**src/rtl/bale_pkg.sv**
```systemverilog
// ----------------------------------------------------------------------------
// bale_pkg
// Shared widths, action and status codes, and the command/status bundles
// that pass between the list controller and its datapath.
// ----------------------------------------------------------------------------
package bale_pkg;

    // Field widths
    localparam int ACT_W     = 4;
    localparam int VAL_W     = 32;
    localparam int POS_W     = 8;
    localparam int AMT_W     = 8;
    localparam int ST_W      = 3;
    localparam int IDX_OUT_W = 4;
    localparam int CNT_OUT_W = 5;

    // Default list depth and longest listing run
    localparam int DEF_CAPACITY = 16;
    localparam int LIST_MAX     = 16;

    // Action codes
    localparam logic [ACT_W-1:0] ACT_INS_FRONT = 4'd0;
    localparam logic [ACT_W-1:0] ACT_INS_BACK  = 4'd1;
    localparam logic [ACT_W-1:0] ACT_INS_AT    = 4'd2;
    localparam logic [ACT_W-1:0] ACT_DEL_FRONT = 4'd3;
    localparam logic [ACT_W-1:0] ACT_DEL_BACK  = 4'd4;
    localparam logic [ACT_W-1:0] ACT_DEL_AT    = 4'd5;
    localparam logic [ACT_W-1:0] ACT_SEARCH    = 4'd6;
    localparam logic [ACT_W-1:0] ACT_LIST_ALL  = 4'd7;
    localparam logic [ACT_W-1:0] ACT_ROTATE    = 4'd8;

    // Status codes
    localparam logic [ST_W-1:0] ST_OK       = 3'd0;
    localparam logic [ST_W-1:0] ST_FULL     = 3'd1;
    localparam logic [ST_W-1:0] ST_EMPTY    = 3'd2;
    localparam logic [ST_W-1:0] ST_BADPOS   = 3'd3;
    localparam logic [ST_W-1:0] ST_NOTFOUND = 3'd4;

    // Controller to datapath commands
    typedef struct packed {
        logic            req_load;    // latch the request fields
        logic            rd_en;       // read both banks
        logic            wr_en;       // write one bank
        logic            wr_other;    // write the inactive bank (rotate)
        logic            wr_item;     // write data is the request value
        logic            cap_removed; // hold read data as the removed value
        logic            clr_removed; // zero the removed value
        logic            cnt_inc;
        logic            cnt_dec;
        logic            bank_flip;
        logic            mod_start;   // start amount mod count
        logic            out_load;    // load the result register
        logic            out_list;    // result value from read data
        logic [ST_W-1:0] out_status;
        logic            out_last;
    } ctrl_cmd_t;

    // Datapath to controller status
    typedef struct packed {
        logic [ACT_W-1:0] action;
        logic [POS_W-1:0] position;
        logic             rd_match;
        logic             out_free;
        logic             mod_done;
    } dp_stat_t;

endpackage

```
**src/rtl/bale_req_if.sv**
```systemverilog
// ----------------------------------------------------------------------------
// bale_req_if
// Request channel: one list action per transfer.
// ----------------------------------------------------------------------------
interface bale_req_if;
    logic                             valid;
    logic                             ready;
    logic [bale_pkg::ACT_W-1:0]       action;
    logic signed [bale_pkg::VAL_W-1:0] item_value;
    logic [bale_pkg::POS_W-1:0]       position;
    logic [bale_pkg::AMT_W-1:0]       rotate_amount;

    modport source (output valid, action, item_value, position, rotate_amount,
                    input ready);
    modport sink   (input valid, action, item_value, position, rotate_amount,
                    output ready);
endinterface

```
**src/rtl/bale_rsp_if.sv**
```systemverilog
// ----------------------------------------------------------------------------
// bale_rsp_if
// Result channel: one result per transfer, a run of them for a listing.
// ----------------------------------------------------------------------------
interface bale_rsp_if;
    logic                                  valid;
    logic                                  ready;
    logic [bale_pkg::ST_W-1:0]             status;
    logic signed [bale_pkg::VAL_W-1:0]     result_value;
    logic [bale_pkg::IDX_OUT_W-1:0]        result_index;
    logic [bale_pkg::CNT_OUT_W-1:0]        entries_now;
    logic                                  last_of_run;

    modport source (output valid, status, result_value, result_index, entries_now,
                    last_of_run, input ready);
    modport sink   (input valid, status, result_value, result_index, entries_now,
                    last_of_run, output ready);
endinterface

```
**src/rtl/bale_mod.sv**
```systemverilog
// ----------------------------------------------------------------------------
// bale_mod
// Restoring remainder unit: rotate amount modulo entry count, one dividend
// bit per cycle.
// ----------------------------------------------------------------------------
module bale_mod #(
    parameter int CW = 5
) (
    input  logic                        clk,
    input  logic                        rst_n,
    input  logic                        start,
    input  logic [bale_pkg::AMT_W-1:0]  dividend,
    input  logic [CW-1:0]               divisor,
    output logic                        done,
    output logic [CW-1:0]               rem
);

    localparam int SW = (bale_pkg::AMT_W > 1) ? $clog2(bale_pkg::AMT_W) : 1;

    logic                        busy_reg;
    logic                        done_reg;
    logic [SW-1:0]               step_reg;
    logic [bale_pkg::AMT_W-1:0]  dvd_reg;
    logic [CW-1:0]               rem_reg;
    logic [CW:0]                 trial;
    logic [CW:0]                 trial_sub;
    logic [CW-1:0]               rem_next;

    // Shift in the next dividend bit and subtract where it fits
    assign trial     = {rem_reg, dvd_reg[bale_pkg::AMT_W-1]};
    assign trial_sub = trial - {1'b0, divisor};
    assign rem_next  = (trial >= {1'b0, divisor}) ? trial_sub[CW-1:0] : trial[CW-1:0];

    // Sequence the steps
    always_ff @(posedge clk or negedge rst_n)
    begin
        if (!rst_n)
        begin
            busy_reg <= 1'b0;
            done_reg <= 1'b0;
            step_reg <= '0;
        end
        else
        begin
            done_reg <= 1'b0;
            if (start)
            begin
                busy_reg <= 1'b1;
                step_reg <= '0;
            end
            else if (busy_reg)
            begin
                step_reg <= step_reg + SW'(1);
                if (step_reg == SW'(bale_pkg::AMT_W - 1))
                begin
                    busy_reg <= 1'b0;
                    done_reg <= 1'b1;
                end
            end
        end
    end

    // Hold the partial remainder and the remaining dividend bits
    always_ff @(posedge clk)
    begin
        if (start)
        begin
            rem_reg <= '0;
            dvd_reg <= dividend;
        end
        else if (busy_reg)
        begin
            rem_reg <= rem_next;
            dvd_reg <= {dvd_reg[bale_pkg::AMT_W-2:0], 1'b0};
        end
    end

    assign done = done_reg;
    assign rem  = rem_reg;

endmodule

```
**src/rtl/bale_dp.sv**
```systemverilog
// ----------------------------------------------------------------------------
// bale_dp
// List datapath: request registers, entry count, two entry banks, removed
// value, remainder unit and the result register.
// ----------------------------------------------------------------------------
module bale_dp #(
    parameter int CAPACITY = bale_pkg::DEF_CAPACITY,
    parameter int IW = 4,
    parameter int CW = 5
) (
    input  logic                               clk,
    input  logic                               rst_n,
    // request fields
    input  logic [bale_pkg::ACT_W-1:0]         req_action,
    input  logic signed [bale_pkg::VAL_W-1:0]  req_item_value,
    input  logic [bale_pkg::POS_W-1:0]         req_position,
    input  logic [bale_pkg::AMT_W-1:0]         req_rotate_amount,
    // controller side
    input  bale_pkg::ctrl_cmd_t                cmd,
    input  logic [IW-1:0]                      rd_addr,
    input  logic [IW-1:0]                      wr_addr,
    input  logic [IW-1:0]                      out_idx,
    output bale_pkg::dp_stat_t                 stat,
    output logic [CW-1:0]                      count,
    output logic [CW-1:0]                      mod_rem,
    // result side
    input  logic                               rsp_ready,
    output logic                               rsp_valid,
    output logic [bale_pkg::ST_W-1:0]          rsp_status,
    output logic signed [bale_pkg::VAL_W-1:0]  rsp_result_value,
    output logic [bale_pkg::IDX_OUT_W-1:0]     rsp_result_index,
    output logic [bale_pkg::CNT_OUT_W-1:0]     rsp_entries_now,
    output logic                               rsp_last_of_run
);

    logic [bale_pkg::ACT_W-1:0]        action_reg;
    logic [bale_pkg::VAL_W-1:0]        value_reg;
    logic [bale_pkg::POS_W-1:0]        pos_reg;
    logic [bale_pkg::AMT_W-1:0]        amt_reg;
    logic [CW-1:0]                     count_reg;
    logic                              bank_reg;
    logic [bale_pkg::VAL_W-1:0]        bank0_reg [CAPACITY];
    logic [bale_pkg::VAL_W-1:0]        bank1_reg [CAPACITY];
    logic [bale_pkg::VAL_W-1:0]        q0_reg;
    logic [bale_pkg::VAL_W-1:0]        q1_reg;
    logic [bale_pkg::VAL_W-1:0]        removed_reg;
    logic                              out_valid_reg;
    logic [bale_pkg::ST_W-1:0]         out_status_reg;
    logic [bale_pkg::VAL_W-1:0]        out_value_reg;
    logic [bale_pkg::IDX_OUT_W-1:0]    out_index_reg;
    logic [bale_pkg::CNT_OUT_W-1:0]    out_entries_reg;
    logic                              out_last_reg;

    logic [bale_pkg::VAL_W-1:0]        rd_data;
    logic [bale_pkg::VAL_W-1:0]        wr_data;
    logic                              wr_bank;
    logic                              mod_done;
    logic                              out_free;
    logic [IW+bale_pkg::IDX_OUT_W-1:0] idx_ext;
    logic [CW+bale_pkg::CNT_OUT_W-1:0] cnt_ext;

    // Latch the request
    always_ff @(posedge clk)
    begin
        if (cmd.req_load)
        begin
            action_reg <= req_action;
            value_reg  <= req_item_value;
            pos_reg    <= req_position;
            amt_reg    <= req_rotate_amount;
        end
    end

    // Entry count and active bank
    always_ff @(posedge clk or negedge rst_n)
    begin
        if (!rst_n)
        begin
            count_reg <= '0;
            bank_reg  <= 1'b0;
        end
        else
        begin
            if (cmd.cnt_inc)
                count_reg <= count_reg + CW'(1);
            else if (cmd.cnt_dec)
                count_reg <= count_reg - CW'(1);
            if (cmd.bank_flip)
                bank_reg <= ~bank_reg;
        end
    end

    // Entry banks: one write, one registered read each
    assign rd_data = bank_reg ? q1_reg : q0_reg;
    assign wr_data = cmd.wr_item ? value_reg : rd_data;
    assign wr_bank = bank_reg ^ cmd.wr_other;

    always_ff @(posedge clk)
    begin
        if (cmd.wr_en && !wr_bank)
            bank0_reg[wr_addr] <= wr_data;
        if (cmd.wr_en && wr_bank)
            bank1_reg[wr_addr] <= wr_data;
        if (cmd.rd_en)
        begin
            q0_reg <= bank0_reg[rd_addr];
            q1_reg <= bank1_reg[rd_addr];
        end
    end

    // Removed value for delete results
    always_ff @(posedge clk)
    begin
        if (cmd.clr_removed)
            removed_reg <= '0;
        else if (cmd.cap_removed)
            removed_reg <= rd_data;
    end

    // Rotate amount reduced modulo the count
    bale_mod #(
        .CW (CW)
    ) u_mod (
        .clk      (clk),
        .rst_n    (rst_n),
        .start    (cmd.mod_start),
        .dividend (amt_reg),
        .divisor  (count_reg),
        .done     (mod_done),
        .rem      (mod_rem)
    );

    // Result register
    assign out_free = !out_valid_reg || rsp_ready;
    assign idx_ext  = {{bale_pkg::IDX_OUT_W{1'b0}}, out_idx};
    assign cnt_ext  = {{bale_pkg::CNT_OUT_W{1'b0}}, count_reg};

    always_ff @(posedge clk or negedge rst_n)
    begin
        if (!rst_n)
            out_valid_reg <= 1'b0;
        else if (cmd.out_load)
            out_valid_reg <= 1'b1;
        else if (rsp_ready)
            out_valid_reg <= 1'b0;
    end

    always_ff @(posedge clk)
    begin
        if (cmd.out_load)
        begin
            out_status_reg  <= cmd.out_status;
            out_value_reg   <= cmd.out_list ? rd_data : removed_reg;
            out_index_reg   <= idx_ext[bale_pkg::IDX_OUT_W-1:0];
            out_entries_reg <= cnt_ext[bale_pkg::CNT_OUT_W-1:0];
            out_last_reg    <= cmd.out_last;
        end
    end

    // Status to the controller
    assign stat.action   = action_reg;
    assign stat.position = pos_reg;
    assign stat.rd_match = (rd_data == value_reg);
    assign stat.out_free = out_free;
    assign stat.mod_done = mod_done;
    assign count         = count_reg;

    assign rsp_valid        = out_valid_reg;
    assign rsp_status       = out_status_reg;
    assign rsp_result_value = out_value_reg;
    assign rsp_result_index = out_index_reg;
    assign rsp_entries_now  = out_entries_reg;
    assign rsp_last_of_run  = out_last_reg;

endmodule

```
**src/rtl/bale_ctrl.sv**
```systemverilog
// ----------------------------------------------------------------------------
// bale_ctrl
// List controller: decodes each action, walks the entry banks for shifts,
// rotates, searches and listings, and orders the results.
// ----------------------------------------------------------------------------
module bale_ctrl #(
    parameter int CAPACITY = bale_pkg::DEF_CAPACITY,
    parameter int IW = 4,
    parameter int CW = 5
) (
    input  logic                 clk,
    input  logic                 rst_n,
    input  logic                 req_valid,
    output logic                 req_ready,
    input  bale_pkg::dp_stat_t   stat,
    input  logic [CW-1:0]        count,
    input  logic [CW-1:0]        mod_rem,
    output bale_pkg::ctrl_cmd_t  cmd,
    output logic [IW-1:0]        rd_addr,
    output logic [IW-1:0]        wr_addr,
    output logic [IW-1:0]        out_idx
);

    localparam int XW = (CW > bale_pkg::POS_W) ? CW : bale_pkg::POS_W;
    localparam int LW = bale_pkg::CNT_OUT_W;

    typedef enum logic [10:0] {
        S_IDLE     = 11'b000_0000_0001,
        S_DECODE   = 11'b000_0000_0010,
        S_MOD      = 11'b000_0000_0100,
        S_DEL_RD   = 11'b000_0000_1000,
        S_DEL_CAP  = 11'b000_0001_0000,
        S_COPY     = 11'b000_0010_0000,
        S_SEARCH   = 11'b000_0100_0000,
        S_FINISH   = 11'b000_1000_0000,
        S_EMIT     = 11'b001_0000_0000,
        S_LIST_RD  = 11'b010_0000_0000,
        S_LIST_OUT = 11'b100_0000_0000
    } state_t;

    state_t                     state_reg, state_next;
    logic [IW-1:0]              rd_addr_reg, rd_addr_next;
    logic [IW-1:0]              wr_addr_reg, wr_addr_next;
    logic [CW-1:0]              rd_left_reg, rd_left_next;
    logic                       pend_reg, pend_next;
    logic                       up_reg, up_next;
    logic                       rot_reg, rot_next;
    logic                       fin_ins_reg, fin_ins_next;
    logic                       fin_del_reg, fin_del_next;
    logic                       fin_rot_reg, fin_rot_next;
    logic [bale_pkg::ST_W-1:0]  status_reg, status_next;
    logic [IW-1:0]              idx_reg, idx_next;
    logic [IW-1:0]              ins_addr_reg, ins_addr_next;
    logic [LW-1:0]              list_left_reg, list_left_next;

    logic [XW-1:0]              n_x;
    logic [XW-1:0]              pos_x;
    logic [XW-1:0]              peff_x;
    logic                       full;
    logic                       empty;
    logic [IW-1:0]              rd_inc;
    logic [LW-1:0]              list_n;

    // Decode helpers
    assign n_x    = XW'(count);
    assign pos_x  = XW'(stat.position);
    assign full   = (n_x >= XW'(CAPACITY));
    assign empty  = (count == '0);
    assign rd_inc = (rd_addr_reg == IW'(n_x - XW'(1))) ? '0 : rd_addr_reg + IW'(1);
    assign list_n = (n_x > XW'(bale_pkg::LIST_MAX)) ? LW'(bale_pkg::LIST_MAX) : LW'(n_x);

    // Effective position for the front/back/at forms
    always_comb
    begin
        case (stat.action)
            bale_pkg::ACT_INS_FRONT, bale_pkg::ACT_DEL_FRONT: peff_x = '0;
            bale_pkg::ACT_INS_BACK:                           peff_x = n_x;
            bale_pkg::ACT_DEL_BACK:                           peff_x = n_x - XW'(1);
            default:                                          peff_x = pos_x;
        endcase
    end

    // Next state and commands
    always_comb
    begin
        state_next     = state_reg;
        rd_addr_next   = rd_addr_reg;
        wr_addr_next   = wr_addr_reg;
        rd_left_next   = rd_left_reg;
        pend_next      = 1'b0;
        up_next        = up_reg;
        rot_next       = rot_reg;
        fin_ins_next   = fin_ins_reg;
        fin_del_next   = fin_del_reg;
        fin_rot_next   = fin_rot_reg;
        status_next    = status_reg;
        idx_next       = idx_reg;
        ins_addr_next  = ins_addr_reg;
        list_left_next = list_left_reg;
        cmd            = '0;
        req_ready      = 1'b0;
        rd_addr        = rd_addr_reg;
        wr_addr        = wr_addr_reg;
        out_idx        = idx_reg;

        case (state_reg)
            S_IDLE:
            begin
                req_ready = 1'b1;
                if (req_valid)
                begin
                    cmd.req_load = 1'b1;
                    state_next   = S_DECODE;
                end
            end

            S_DECODE:
            begin
                cmd.clr_removed = 1'b1;
                status_next     = bale_pkg::ST_OK;
                idx_next        = '0;
                fin_ins_next    = 1'b0;
                fin_del_next    = 1'b0;
                fin_rot_next    = 1'b0;
                up_next         = 1'b0;
                rot_next        = 1'b0;
                state_next      = S_EMIT;
                case (stat.action)
                    bale_pkg::ACT_INS_FRONT, bale_pkg::ACT_INS_BACK,
                    bale_pkg::ACT_INS_AT:
                    begin
                        if (full)
                            status_next = bale_pkg::ST_FULL;
                        else if (peff_x > n_x)
                            status_next = bale_pkg::ST_BADPOS;
                        else
                        begin
                            // shift entries at and above the position up by one
                            rd_addr_next  = IW'(n_x - XW'(1));
                            wr_addr_next  = IW'(n_x);
                            rd_left_next  = CW'(n_x - peff_x);
                            up_next       = 1'b1;
                            fin_ins_next  = 1'b1;
                            ins_addr_next = IW'(peff_x);
                            state_next    = S_COPY;
                        end
                    end

                    bale_pkg::ACT_DEL_FRONT, bale_pkg::ACT_DEL_BACK,
                    bale_pkg::ACT_DEL_AT:
                    begin
                        if (empty)
                            status_next = bale_pkg::ST_EMPTY;
                        else if (peff_x >= n_x)
                            status_next = bale_pkg::ST_BADPOS;
                        else
                        begin
                            rd_addr_next = IW'(peff_x);
                            rd_left_next = CW'(n_x - peff_x - XW'(1));
                            fin_del_next = 1'b1;
                            state_next   = S_DEL_RD;
                        end
                    end

                    bale_pkg::ACT_SEARCH:
                    begin
                        status_next = bale_pkg::ST_NOTFOUND;
                        if (!empty)
                        begin
                            rd_addr_next = '0;
                            wr_addr_next = '0;
                            rd_left_next = count;
                            state_next   = S_SEARCH;
                        end
                    end

                    bale_pkg::ACT_LIST_ALL:
                    begin
                        if (empty)
                            status_next = bale_pkg::ST_EMPTY;
                        else
                        begin
                            rd_addr_next   = '0;
                            list_left_next = list_n;
                            state_next     = S_LIST_RD;
                        end
                    end

                    bale_pkg::ACT_ROTATE:
                    begin
                        if (empty)
                            status_next = bale_pkg::ST_EMPTY;
                        else
                        begin
                            cmd.mod_start = 1'b1;
                            state_next    = S_MOD;
                        end
                    end

                    default:
                    begin
                        status_next = bale_pkg::ST_OK;
                    end
                endcase
            end

            S_MOD:
            begin
                if (stat.mod_done)
                begin
                    if (mod_rem == '0)
                        state_next = S_EMIT;
                    else
                    begin
                        // copy into the other bank starting at the rotate offset
                        rd_addr_next = IW'(mod_rem);
                        wr_addr_next = '0;
                        rd_left_next = count;
                        rot_next     = 1'b1;
                        fin_rot_next = 1'b1;
                        state_next   = S_COPY;
                    end
                end
            end

            S_DEL_RD:
            begin
                cmd.rd_en    = 1'b1;
                wr_addr_next = rd_addr_reg;
                rd_addr_next = rd_inc;
                state_next   = S_DEL_CAP;
            end

            S_DEL_CAP:
            begin
                cmd.cap_removed = 1'b1;
                state_next      = S_COPY;
            end

            S_COPY:
            begin
                // issue the next read, write back the one in flight
                if (rd_left_reg != '0)
                begin
                    cmd.rd_en    = 1'b1;
                    rd_addr_next = up_reg ? rd_addr_reg - IW'(1) : rd_inc;
                    rd_left_next = rd_left_reg - CW'(1);
                    pend_next    = 1'b1;
                end
                if (pend_reg)
                begin
                    cmd.wr_en    = 1'b1;
                    cmd.wr_other = rot_reg;
                    wr_addr_next = up_reg ? wr_addr_reg - IW'(1) : wr_addr_reg + IW'(1);
                end
                if (rd_left_reg == '0 && !pend_reg)
                    state_next = S_FINISH;
            end

            S_SEARCH:
            begin
                if (rd_left_reg != '0)
                begin
                    cmd.rd_en    = 1'b1;
                    rd_addr_next = rd_inc;
                    rd_left_next = rd_left_reg - CW'(1);
                    pend_next    = 1'b1;
                end
                if (pend_reg && stat.rd_match)
                begin
                    status_next = bale_pkg::ST_OK;
                    idx_next    = wr_addr_reg;
                    pend_next   = 1'b0;
                    state_next  = S_EMIT;
                end
                else
                begin
                    if (pend_reg)
                        wr_addr_next = wr_addr_reg + IW'(1);
                    if (rd_left_reg == '0 && !pend_reg)
                        state_next = S_EMIT;
                end
            end

            S_FINISH:
            begin
                if (fin_ins_reg)
                begin
                    cmd.wr_en   = 1'b1;
                    cmd.wr_item = 1'b1;
                    cmd.cnt_inc = 1'b1;
                    wr_addr     = ins_addr_reg;
                end
                cmd.cnt_dec   = fin_del_reg;
                cmd.bank_flip = fin_rot_reg;
                state_next    = S_EMIT;
            end

            S_EMIT:
            begin
                if (stat.out_free)
                begin
                    cmd.out_load   = 1'b1;
                    cmd.out_status = status_reg;
                    cmd.out_last   = 1'b1;
                    state_next     = S_IDLE;
                end
            end

            S_LIST_RD:
            begin
                cmd.rd_en  = 1'b1;
                state_next = S_LIST_OUT;
            end

            S_LIST_OUT:
            begin
                out_idx = rd_addr_reg;
                if (stat.out_free)
                begin
                    cmd.out_load   = 1'b1;
                    cmd.out_list   = 1'b1;
                    cmd.out_status = bale_pkg::ST_OK;
                    cmd.out_last   = (list_left_reg == LW'(1));
                    if (list_left_reg == LW'(1))
                        state_next = S_IDLE;
                    else
                    begin
                        rd_addr_next   = rd_inc;
                        list_left_next = list_left_reg - LW'(1);
                        state_next     = S_LIST_RD;
                    end
                end
            end

            default:
            begin
                state_next = S_IDLE;
            end
        endcase
    end

    // Controller registers
    always_ff @(posedge clk or negedge rst_n)
    begin
        if (!rst_n)
        begin
            state_reg     <= S_IDLE;
            rd_addr_reg   <= '0;
            wr_addr_reg   <= '0;
            rd_left_reg   <= '0;
            pend_reg      <= 1'b0;
            up_reg        <= 1'b0;
            rot_reg       <= 1'b0;
            fin_ins_reg   <= 1'b0;
            fin_del_reg   <= 1'b0;
            fin_rot_reg   <= 1'b0;
            status_reg    <= bale_pkg::ST_OK;
            idx_reg       <= '0;
            ins_addr_reg  <= '0;
            list_left_reg <= '0;
        end
        else
        begin
            state_reg     <= state_next;
            rd_addr_reg   <= rd_addr_next;
            wr_addr_reg   <= wr_addr_next;
            rd_left_reg   <= rd_left_next;
            pend_reg      <= pend_next;
            up_reg        <= up_next;
            rot_reg       <= rot_next;
            fin_ins_reg   <= fin_ins_next;
            fin_del_reg   <= fin_del_next;
            fin_rot_reg   <= fin_rot_next;
            status_reg    <= status_next;
            idx_reg       <= idx_next;
            ins_addr_reg  <= ins_addr_next;
            list_left_reg <= list_left_next;
        end
    end

endmodule

```
**src/rtl/bounded_array_list_engine_unit.sv**
```systemverilog
// ----------------------------------------------------------------------------
// bounded_array_list_engine_unit
// Packed list of up to CAPACITY signed 32-bit entries with insert, delete,
// search, listing and rotate actions.
// ----------------------------------------------------------------------------
// Usage
//   req : one action per transfer (action, item_value, position,
//         rotate_amount). Ready is high only in idle, so a new request is
//         taken in the cycle after the previous result loads; an action may
//         start while that result still waits.
//   rsp : one result per action; a listing gives one result per entry (at
//         most 16), last_of_run marks the final one.
// Shift, rotate and search walks move one entry per cycle; rotate copies
// to the other bank and swaps. Reset empties the list and drops any
// pending result; entry contents are left as they are. A stalled
// receiver holds the result register, and the block waits on it before
// loading the next result.
// ----------------------------------------------------------------------------
module bounded_array_list_engine_unit #(
    parameter int CAPACITY = bale_pkg::DEF_CAPACITY
) (
    input  logic        clk,
    input  logic        rst_n,
    bale_req_if.sink    req,
    bale_rsp_if.source  rsp
);

    localparam int IW = (CAPACITY > 1) ? $clog2(CAPACITY) : 1;
    localparam int CW = $clog2(CAPACITY + 1);

    bale_pkg::ctrl_cmd_t  cmd;
    bale_pkg::dp_stat_t   stat;
    logic [IW-1:0]        rd_addr;
    logic [IW-1:0]        wr_addr;
    logic [IW-1:0]        out_idx;
    logic [CW-1:0]        count;
    logic [CW-1:0]        mod_rem;
    logic                 req_ready;

    assign req.ready = req_ready;

    // Sequencing
    bale_ctrl #(
        .CAPACITY (CAPACITY),
        .IW       (IW),
        .CW       (CW)
    ) u_ctrl (
        .clk       (clk),
        .rst_n     (rst_n),
        .req_valid (req.valid),
        .req_ready (req_ready),
        .stat      (stat),
        .count     (count),
        .mod_rem   (mod_rem),
        .cmd       (cmd),
        .rd_addr   (rd_addr),
        .wr_addr   (wr_addr),
        .out_idx   (out_idx)
    );

    // Storage and result register
    bale_dp #(
        .CAPACITY (CAPACITY),
        .IW       (IW),
        .CW       (CW)
    ) u_dp (
        .clk               (clk),
        .rst_n             (rst_n),
        .req_action        (req.action),
        .req_item_value    (req.item_value),
        .req_position      (req.position),
        .req_rotate_amount (req.rotate_amount),
        .cmd               (cmd),
        .rd_addr           (rd_addr),
        .wr_addr           (wr_addr),
        .out_idx           (out_idx),
        .stat              (stat),
        .count             (count),
        .mod_rem           (mod_rem),
        .rsp_ready         (rsp.ready),
        .rsp_valid         (rsp.valid),
        .rsp_status        (rsp.status),
        .rsp_result_value  (rsp.result_value),
        .rsp_result_index  (rsp.result_index),
        .rsp_entries_now   (rsp.entries_now),
        .rsp_last_of_run   (rsp.last_of_run)
    );

    // Count never goes beyond the list depth
    assert property (@(posedge clk) disable iff (!rst_n)
        count <= CW'(CAPACITY))
        else $error("entry count beyond capacity");

    // One action at a time: no new request straight after a transfer
    assert property (@(posedge clk) disable iff (!rst_n)
        (req.valid && req.ready) |=> !req.ready)
        else $error("request taken while an action is in progress");

    // Error results always close their run
    assert property (@(posedge clk) disable iff (!rst_n)
        (rsp.valid && rsp.status != bale_pkg::ST_OK) |-> rsp.last_of_run)
        else $error("error result not marked last");

    // Count moves only by one between edges
    assert property (@(posedge clk) disable iff (!rst_n)
        (count != $past(count)) |->
            (count == $past(count) + CW'(1) || count == $past(count) - CW'(1)))
        else $error("entry count jumped");

endmodule
```
**src/flat_wrapper.sv**
```systemverilog
// flat-port wrapper written by rule: the top's interface ports become plain ports
module bounded_array_list_engine_unit_flat 
#(
    parameter int CAPACITY = bale_pkg::DEF_CAPACITY
)
  (clk, rst_n, req_valid, req_action, req_item_value, req_position, req_rotate_amount, req_ready, rsp_valid, rsp_status, rsp_result_value, rsp_result_index, rsp_entries_now, rsp_last_of_run, rsp_ready);
  bale_req_if req_i ();
  bale_rsp_if rsp_i ();
  input  logic clk;
  input  logic rst_n;
  input wire logic [$bits(req_i.valid)-1:0] req_valid;
  input wire logic [$bits(req_i.action)-1:0] req_action;
  input wire logic [$bits(req_i.item_value)-1:0] req_item_value;
  input wire logic [$bits(req_i.position)-1:0] req_position;
  input wire logic [$bits(req_i.rotate_amount)-1:0] req_rotate_amount;
  output wire logic [$bits(req_i.ready)-1:0] req_ready;
  output wire logic [$bits(rsp_i.valid)-1:0] rsp_valid;
  output wire logic [$bits(rsp_i.status)-1:0] rsp_status;
  output wire logic [$bits(rsp_i.result_value)-1:0] rsp_result_value;
  output wire logic [$bits(rsp_i.result_index)-1:0] rsp_result_index;
  output wire logic [$bits(rsp_i.entries_now)-1:0] rsp_entries_now;
  output wire logic [$bits(rsp_i.last_of_run)-1:0] rsp_last_of_run;
  input wire logic [$bits(rsp_i.ready)-1:0] rsp_ready;
  assign req_i.valid = req_valid;
  assign req_i.action = req_action;
  assign req_i.item_value = req_item_value;
  assign req_i.position = req_position;
  assign req_i.rotate_amount = req_rotate_amount;
  assign req_ready = req_i.ready;
  assign rsp_valid = rsp_i.valid;
  assign rsp_status = rsp_i.status;
  assign rsp_result_value = rsp_i.result_value;
  assign rsp_result_index = rsp_i.result_index;
  assign rsp_entries_now = rsp_i.entries_now;
  assign rsp_last_of_run = rsp_i.last_of_run;
  assign rsp_i.ready = rsp_ready;
  bounded_array_list_engine_unit #(.CAPACITY(CAPACITY)) u_core (.clk(clk), .rst_n(rst_n), .req(req_i), .rsp(rsp_i));
endmodule
```
**config.mk**
```make
export PLATFORM = sky130hd
export DESIGN_NAME = bounded_array_list_engine_unit_flat
export DESIGN_NICKNAME = d
export VERILOG_FILES = /design/src/rtl/bale_pkg.sv /design/src/rtl/bale_req_if.sv /design/src/rtl/bale_rsp_if.sv /design/src/rtl/bale_mod.sv /design/src/rtl/bale_dp.sv /design/src/rtl/bale_ctrl.sv /design/src/rtl/bounded_array_list_engine_unit.sv /design/src/flat_wrapper.sv
export SDC_FILE = /design/constraint.sdc
export NUM_CORES = 1
export LEC_CHECK = 0
export ABC_AREA = 0
export ABC_CLOCK_PERIOD_IN_PS = 7700
export BUFFER_PORTS_ARGS = -buffer_cell sky130_fd_sc_hd__buf_2
export CORE_MARGIN = 5
export CORE_UTILIZATION = 30
export DETAILED_ROUTE_END_ITERATION = 16
export PLACE_DENSITY = 0.47
export SLEW_MARGIN = 10
export SYNTH_ARGS = -nofsm -noshare
export SYNTH_HDL_FRONTEND = slang
export SYNTH_SLANG_ARGS = --single-unit
```
**constraint.sdc**
```tcl
create_clock -name clk -period 7.7 [get_ports clk]
set_input_delay 0.385 -clock clk [delete_from_list [all_inputs] [get_ports clk]]
set_output_delay 0.385 -clock clk [all_outputs]
set_load 0.01 [all_outputs]
```
==> impl_results.md <==
- Shortest period the worst path allows: around 5600 ps
- Clock latency on the worst-skew pair: just under 800 ps
- Count of maximum capacitance violations: 0
- Final Setup Violations: 0
- Number of distinct library cells after synthesis: ~80
- Mean instance size in the synthesized netlist: around 19 µm²
- Max clock buf depth: 3
- Clock slew at reported path FFs: around 60 ps
- Total number of vias: approximately 27,000
- Share of the yosys chip area belonging to registers: 0.744
- Max Fclk: 0.180 GHz
- Number of clock sinks: around 1,300
- Effective utilization at floorplan: 0.302
- Worst-path maximum fanout: 12
- Clock root buffer master: sky130_fd_sc_hd__clkbuf_16
- Area Growth Syn to Fin: 17.2%
- Buffering stage count on the worst path with inverters included: 2
- Core area: 0.169 mm²
- Die boundary height: between 400 and 500 µm
- Fin util: 0.353
- DP HPWL: between 80,000 and 90,000 µm
- Clk_skew: approximately 32 ps
- Post-synthesis share of cell area spent on full adders, half adders and majority gates: 0.00804
- Starting DRC count in detailed routing: 2,585
- Post-CTS setup buffers: 0
- Post-place instance area: around 0.055 mm²
- Mux cell area share after synthesis: 0.152
- Average wire per standard cell: approximately 29 µm
- Average vias per placed instance: approximately 5.2
- Overflow after GRT: 0
- Critical Path Source Type: flip-flop
- Fraction of power spent switching nets: 0.267
- CTS H-tree depth: 4
- Floorplan die area: roughly 0.18 mm²
- Vias in the first global route: between 20,000 and 30,000
- Net count of the mapped netlist: around 2,700
- Setup repair after global routing missed its margin: false
- Clock buffer count from CTS: 135
- CTS tree: done
- Number of enable-type register cells in the synthesized netlist: roughly 1,200
- Worst vdd ir: 0.227 mV
- Count of mapped cells out of synthesis: 2,637
- Number of nets in the final layout: a little under 3,000
- Critical path's slowest cell: sky130_fd_sc_hd__a2111oi_0
- Total DRC errors in the routed layout: 0
- Netlist area before placement: roughly 0.05 mm²
- Tightest Pin Transition: 1230 ps
- Fraction of the mapped netlist area in compound gates: 0.0336
- Total power: 18.1 mW
- Antenna violations before repair: 3
- Post-synthesis xor/xnor area fraction: 0.00902
- Number of input and output port buffers inserted: about 100
- Switching component of the power: 4.84 mW
- Result of the run: complete, no violations
- Worst endpoint data arrival time: a little over 6000 ps
- Post-synth top flop: sky130_fd_sc_hd__edfxtp_1
- Combinational family with the most area after synthesis: multiplexers
- Row count: between 150 and 200
- Number of ports placed on the die boundary: around 100
- Cells along the critical path: inv_1 -> ha_1 -> nor2_1 -> a221oi_1 -> inv_1 -> ha_1 -> nor2b_1 -> a2111o_1 -> a2111oi_0 -> nand2_1 -> a311o_1 -> nor2_1 -> mux2_2
- Share of total power in combinational logic: 0.205
- Weighted congestion at the end of routability-driven global placement: ~0.82
- Layout cells sized above 1: 0.259
- Fin area: 0.0598 mm²
- Static leakage power: 19.0 nW
- Total Routing Usage GR: 0.164
- Largest net degree at the start of global routing: ~140
- Router iterations before antenna repair: 5
- Final antenna-violating net count: 0
- Final Max Tran Viols: 0
- Worst slew margin relative to its limit: 0.183
- Post-CTS resize count: 0
- Critical Path Max Stage Delay: between 900 and 1000 ps
- Yosys synthesis warning count: 0
- Count of state elements after synthesis: around 1,300
- Post-CTS Hold Fix Bufs: 55
- Width of the die: about 420 µm
- Setup TNS: 0 ps
- Clock share of power: 0.351
- Power density over the cells: approximately 300 mW/mm²
- Post-detailed-routing wire length: between 100,000 and 150,000 µm
- Kind of cell with the highest combined delay on the critical path: compound AO/OA/AOI/OAI gates
- Synth Area in Simple Gates: 0.0403
- Internal cell power: about 13 mW
- Class of the most critical setup path: reg -> reg
- Fraction of registers with async set or reset after synthesis: 0.0435
- Fin crit share: 0.721
- Worst min-delay path category: in -> reg
- Part of the total power dissipated in sequential elements: 0.444
- Kind of end point of the critical path: flip-flop
- First-pass GRT wire length: 210,000 µm
- Final hold vios: 0
- Required time worst endpoint: ~8300 ps
-- layer usage --
layer,up-vias,global-route usage,wire length (µm)
met4,0,0.0424,3390
met1,14600,0.227,65700
met3,190,0.0269,7520
met2,910,0.270,72000
li1,11200,-,-
met5,-,0,0
-- power groups by stage --
stage                     Clock (mW)  Sequential (mW)  Combinational (mW)
final                           6.37             8.04                3.72
after floorplan                    0             8.00                2.85
after CTS                       6.52             8.04                3.81
after global routing            6.82             8.05                3.99
after detailed placement           0             8.19                3.77
after global placement             0             8.18                3.76
-- Yosys cell counts, drive strengths merged, types with 7 or more instances --
cell / number / area, µm²
edfxtp: 1193 / 35800
a211oi: 7 / 52.6
nand4: 8 / 50.1
a221oi: 9 / 78.8
o21ai: 82 / 410
dfrtp: 55 / 1380
nand3: 24 / 120
nor4: 14 / 87.6
and3: 12 / 75.1
a21o: 9 / 67.6
nor2b: 12 / 75.1
a31oi: 11 / 68.8
nor2: 191 / 717
and2: 7 / 43.8
buf: 36 / 156
dfxtp: 37 / 741
ha: 28 / 350
o22ai: 11 / 68.8
or3: 11 / 68.8
xnor2: 37 / 324
nor3: 27 / 135
mux4: 320 / 7210
mux2: 13 / 150
inv: 37 / 139
xor2: 13 / 114
mux2i: 42 / 428
a21oi: 100 / 500
nand2b: 17 / 106
clkbuf: 96 / 360
nand2: 86 / 323
-- cell families (layout without fill, tap and decap cells) --
group	count (synthesis)	count (layout)
flops	1286	1286
mux	375	375
fa+ha+maj	31	31
buf+inv	170	508
simple gates	440	440
other cells	0	1
xor+xnor	51	51
compound gates	284	284
-- final timing paths --
check	from	end	slack (ps)	cells after the start
setup / recovery	u_core.u_dp.count[1]	u_core.u_ctrl.rd_addr[3]	2150	13
hold / removal	req_item_value[21]	u_core.u_dp.value_reg[21]	330	2
setup reg to reg	u_core.u_dp.count[1]	u_core.u_ctrl.rd_addr[3]	2150	13
hold reg to reg	u_core.u_dp.removed_reg[23]	u_core.u_dp.removed_reg[23]	490	2
max in group asynchronous	rst_n	u_core.u_ctrl.rd_addr[0]	6720	3
min in group asynchronous	rst_n	u_core.u_dp.count[2]	340	3
-- cell type report --
class                   instances  area, µm²
fillers                     15700     109000
multi-input cells            1181      13000
flip-flops and latches       1286      38000
repair buffers                222       1590
inverters                      38        148
clock buffers                 178       3670
well taps                    2218       2780
clock inverters                70        629
diodes                          1       2.50
-- cell usage in the layout, fill, tap and decap left out, drive strengths merged, types with 9 or more instances in the layout --
| master | netlist | final |
|---|---|---|
| nor2 | 191 | 191 |
| o21ai | 82 | 82 |
| nand2 | 86 | 86 |
| nand2b | 17 | 17 |
| clkbuf | 96 | 178 |
| dlygate4sd3 | 0 | 55 |
| a21oi | 100 | 100 |
| nor2b | 12 | 12 |
| or3 | 11 | 11 |
| ha | 28 | 28 |
| buf | 36 | 167 |
| mux4 | 320 | 320 |
| nor3 | 27 | 27 |
| and3 | 12 | 12 |
| a221oi | 9 | 9 |
| xnor2 | 37 | 37 |
| dfxtp | 37 | 37 |
| dfrtp | 55 | 55 |
| edfxtp | 1193 | 1193 |
| o22ai | 11 | 11 |
| a31oi | 11 | 11 |
| inv | 37 | 44 |
| clkinv | 1 | 51 |
| mux2 | 13 | 13 |
| nor4 | 14 | 14 |
| a21o | 9 | 9 |
| xor2 | 13 | 13 |
| mux2i | 42 | 42 |
| nand3 | 24 | 24 |
-- per-stage QoR --
stage                     hold slack (ps)  instances  worst slack (ps)
after floorplan                      89.4       2637              3430
after global placement                465       4890              2240
after detailed placement              475       4890              2130
after CTS                             252       5193              2070
after global routing                  287       5193              1820
final                                 326       5194              2150
Power figures use the tool's default switching activity.
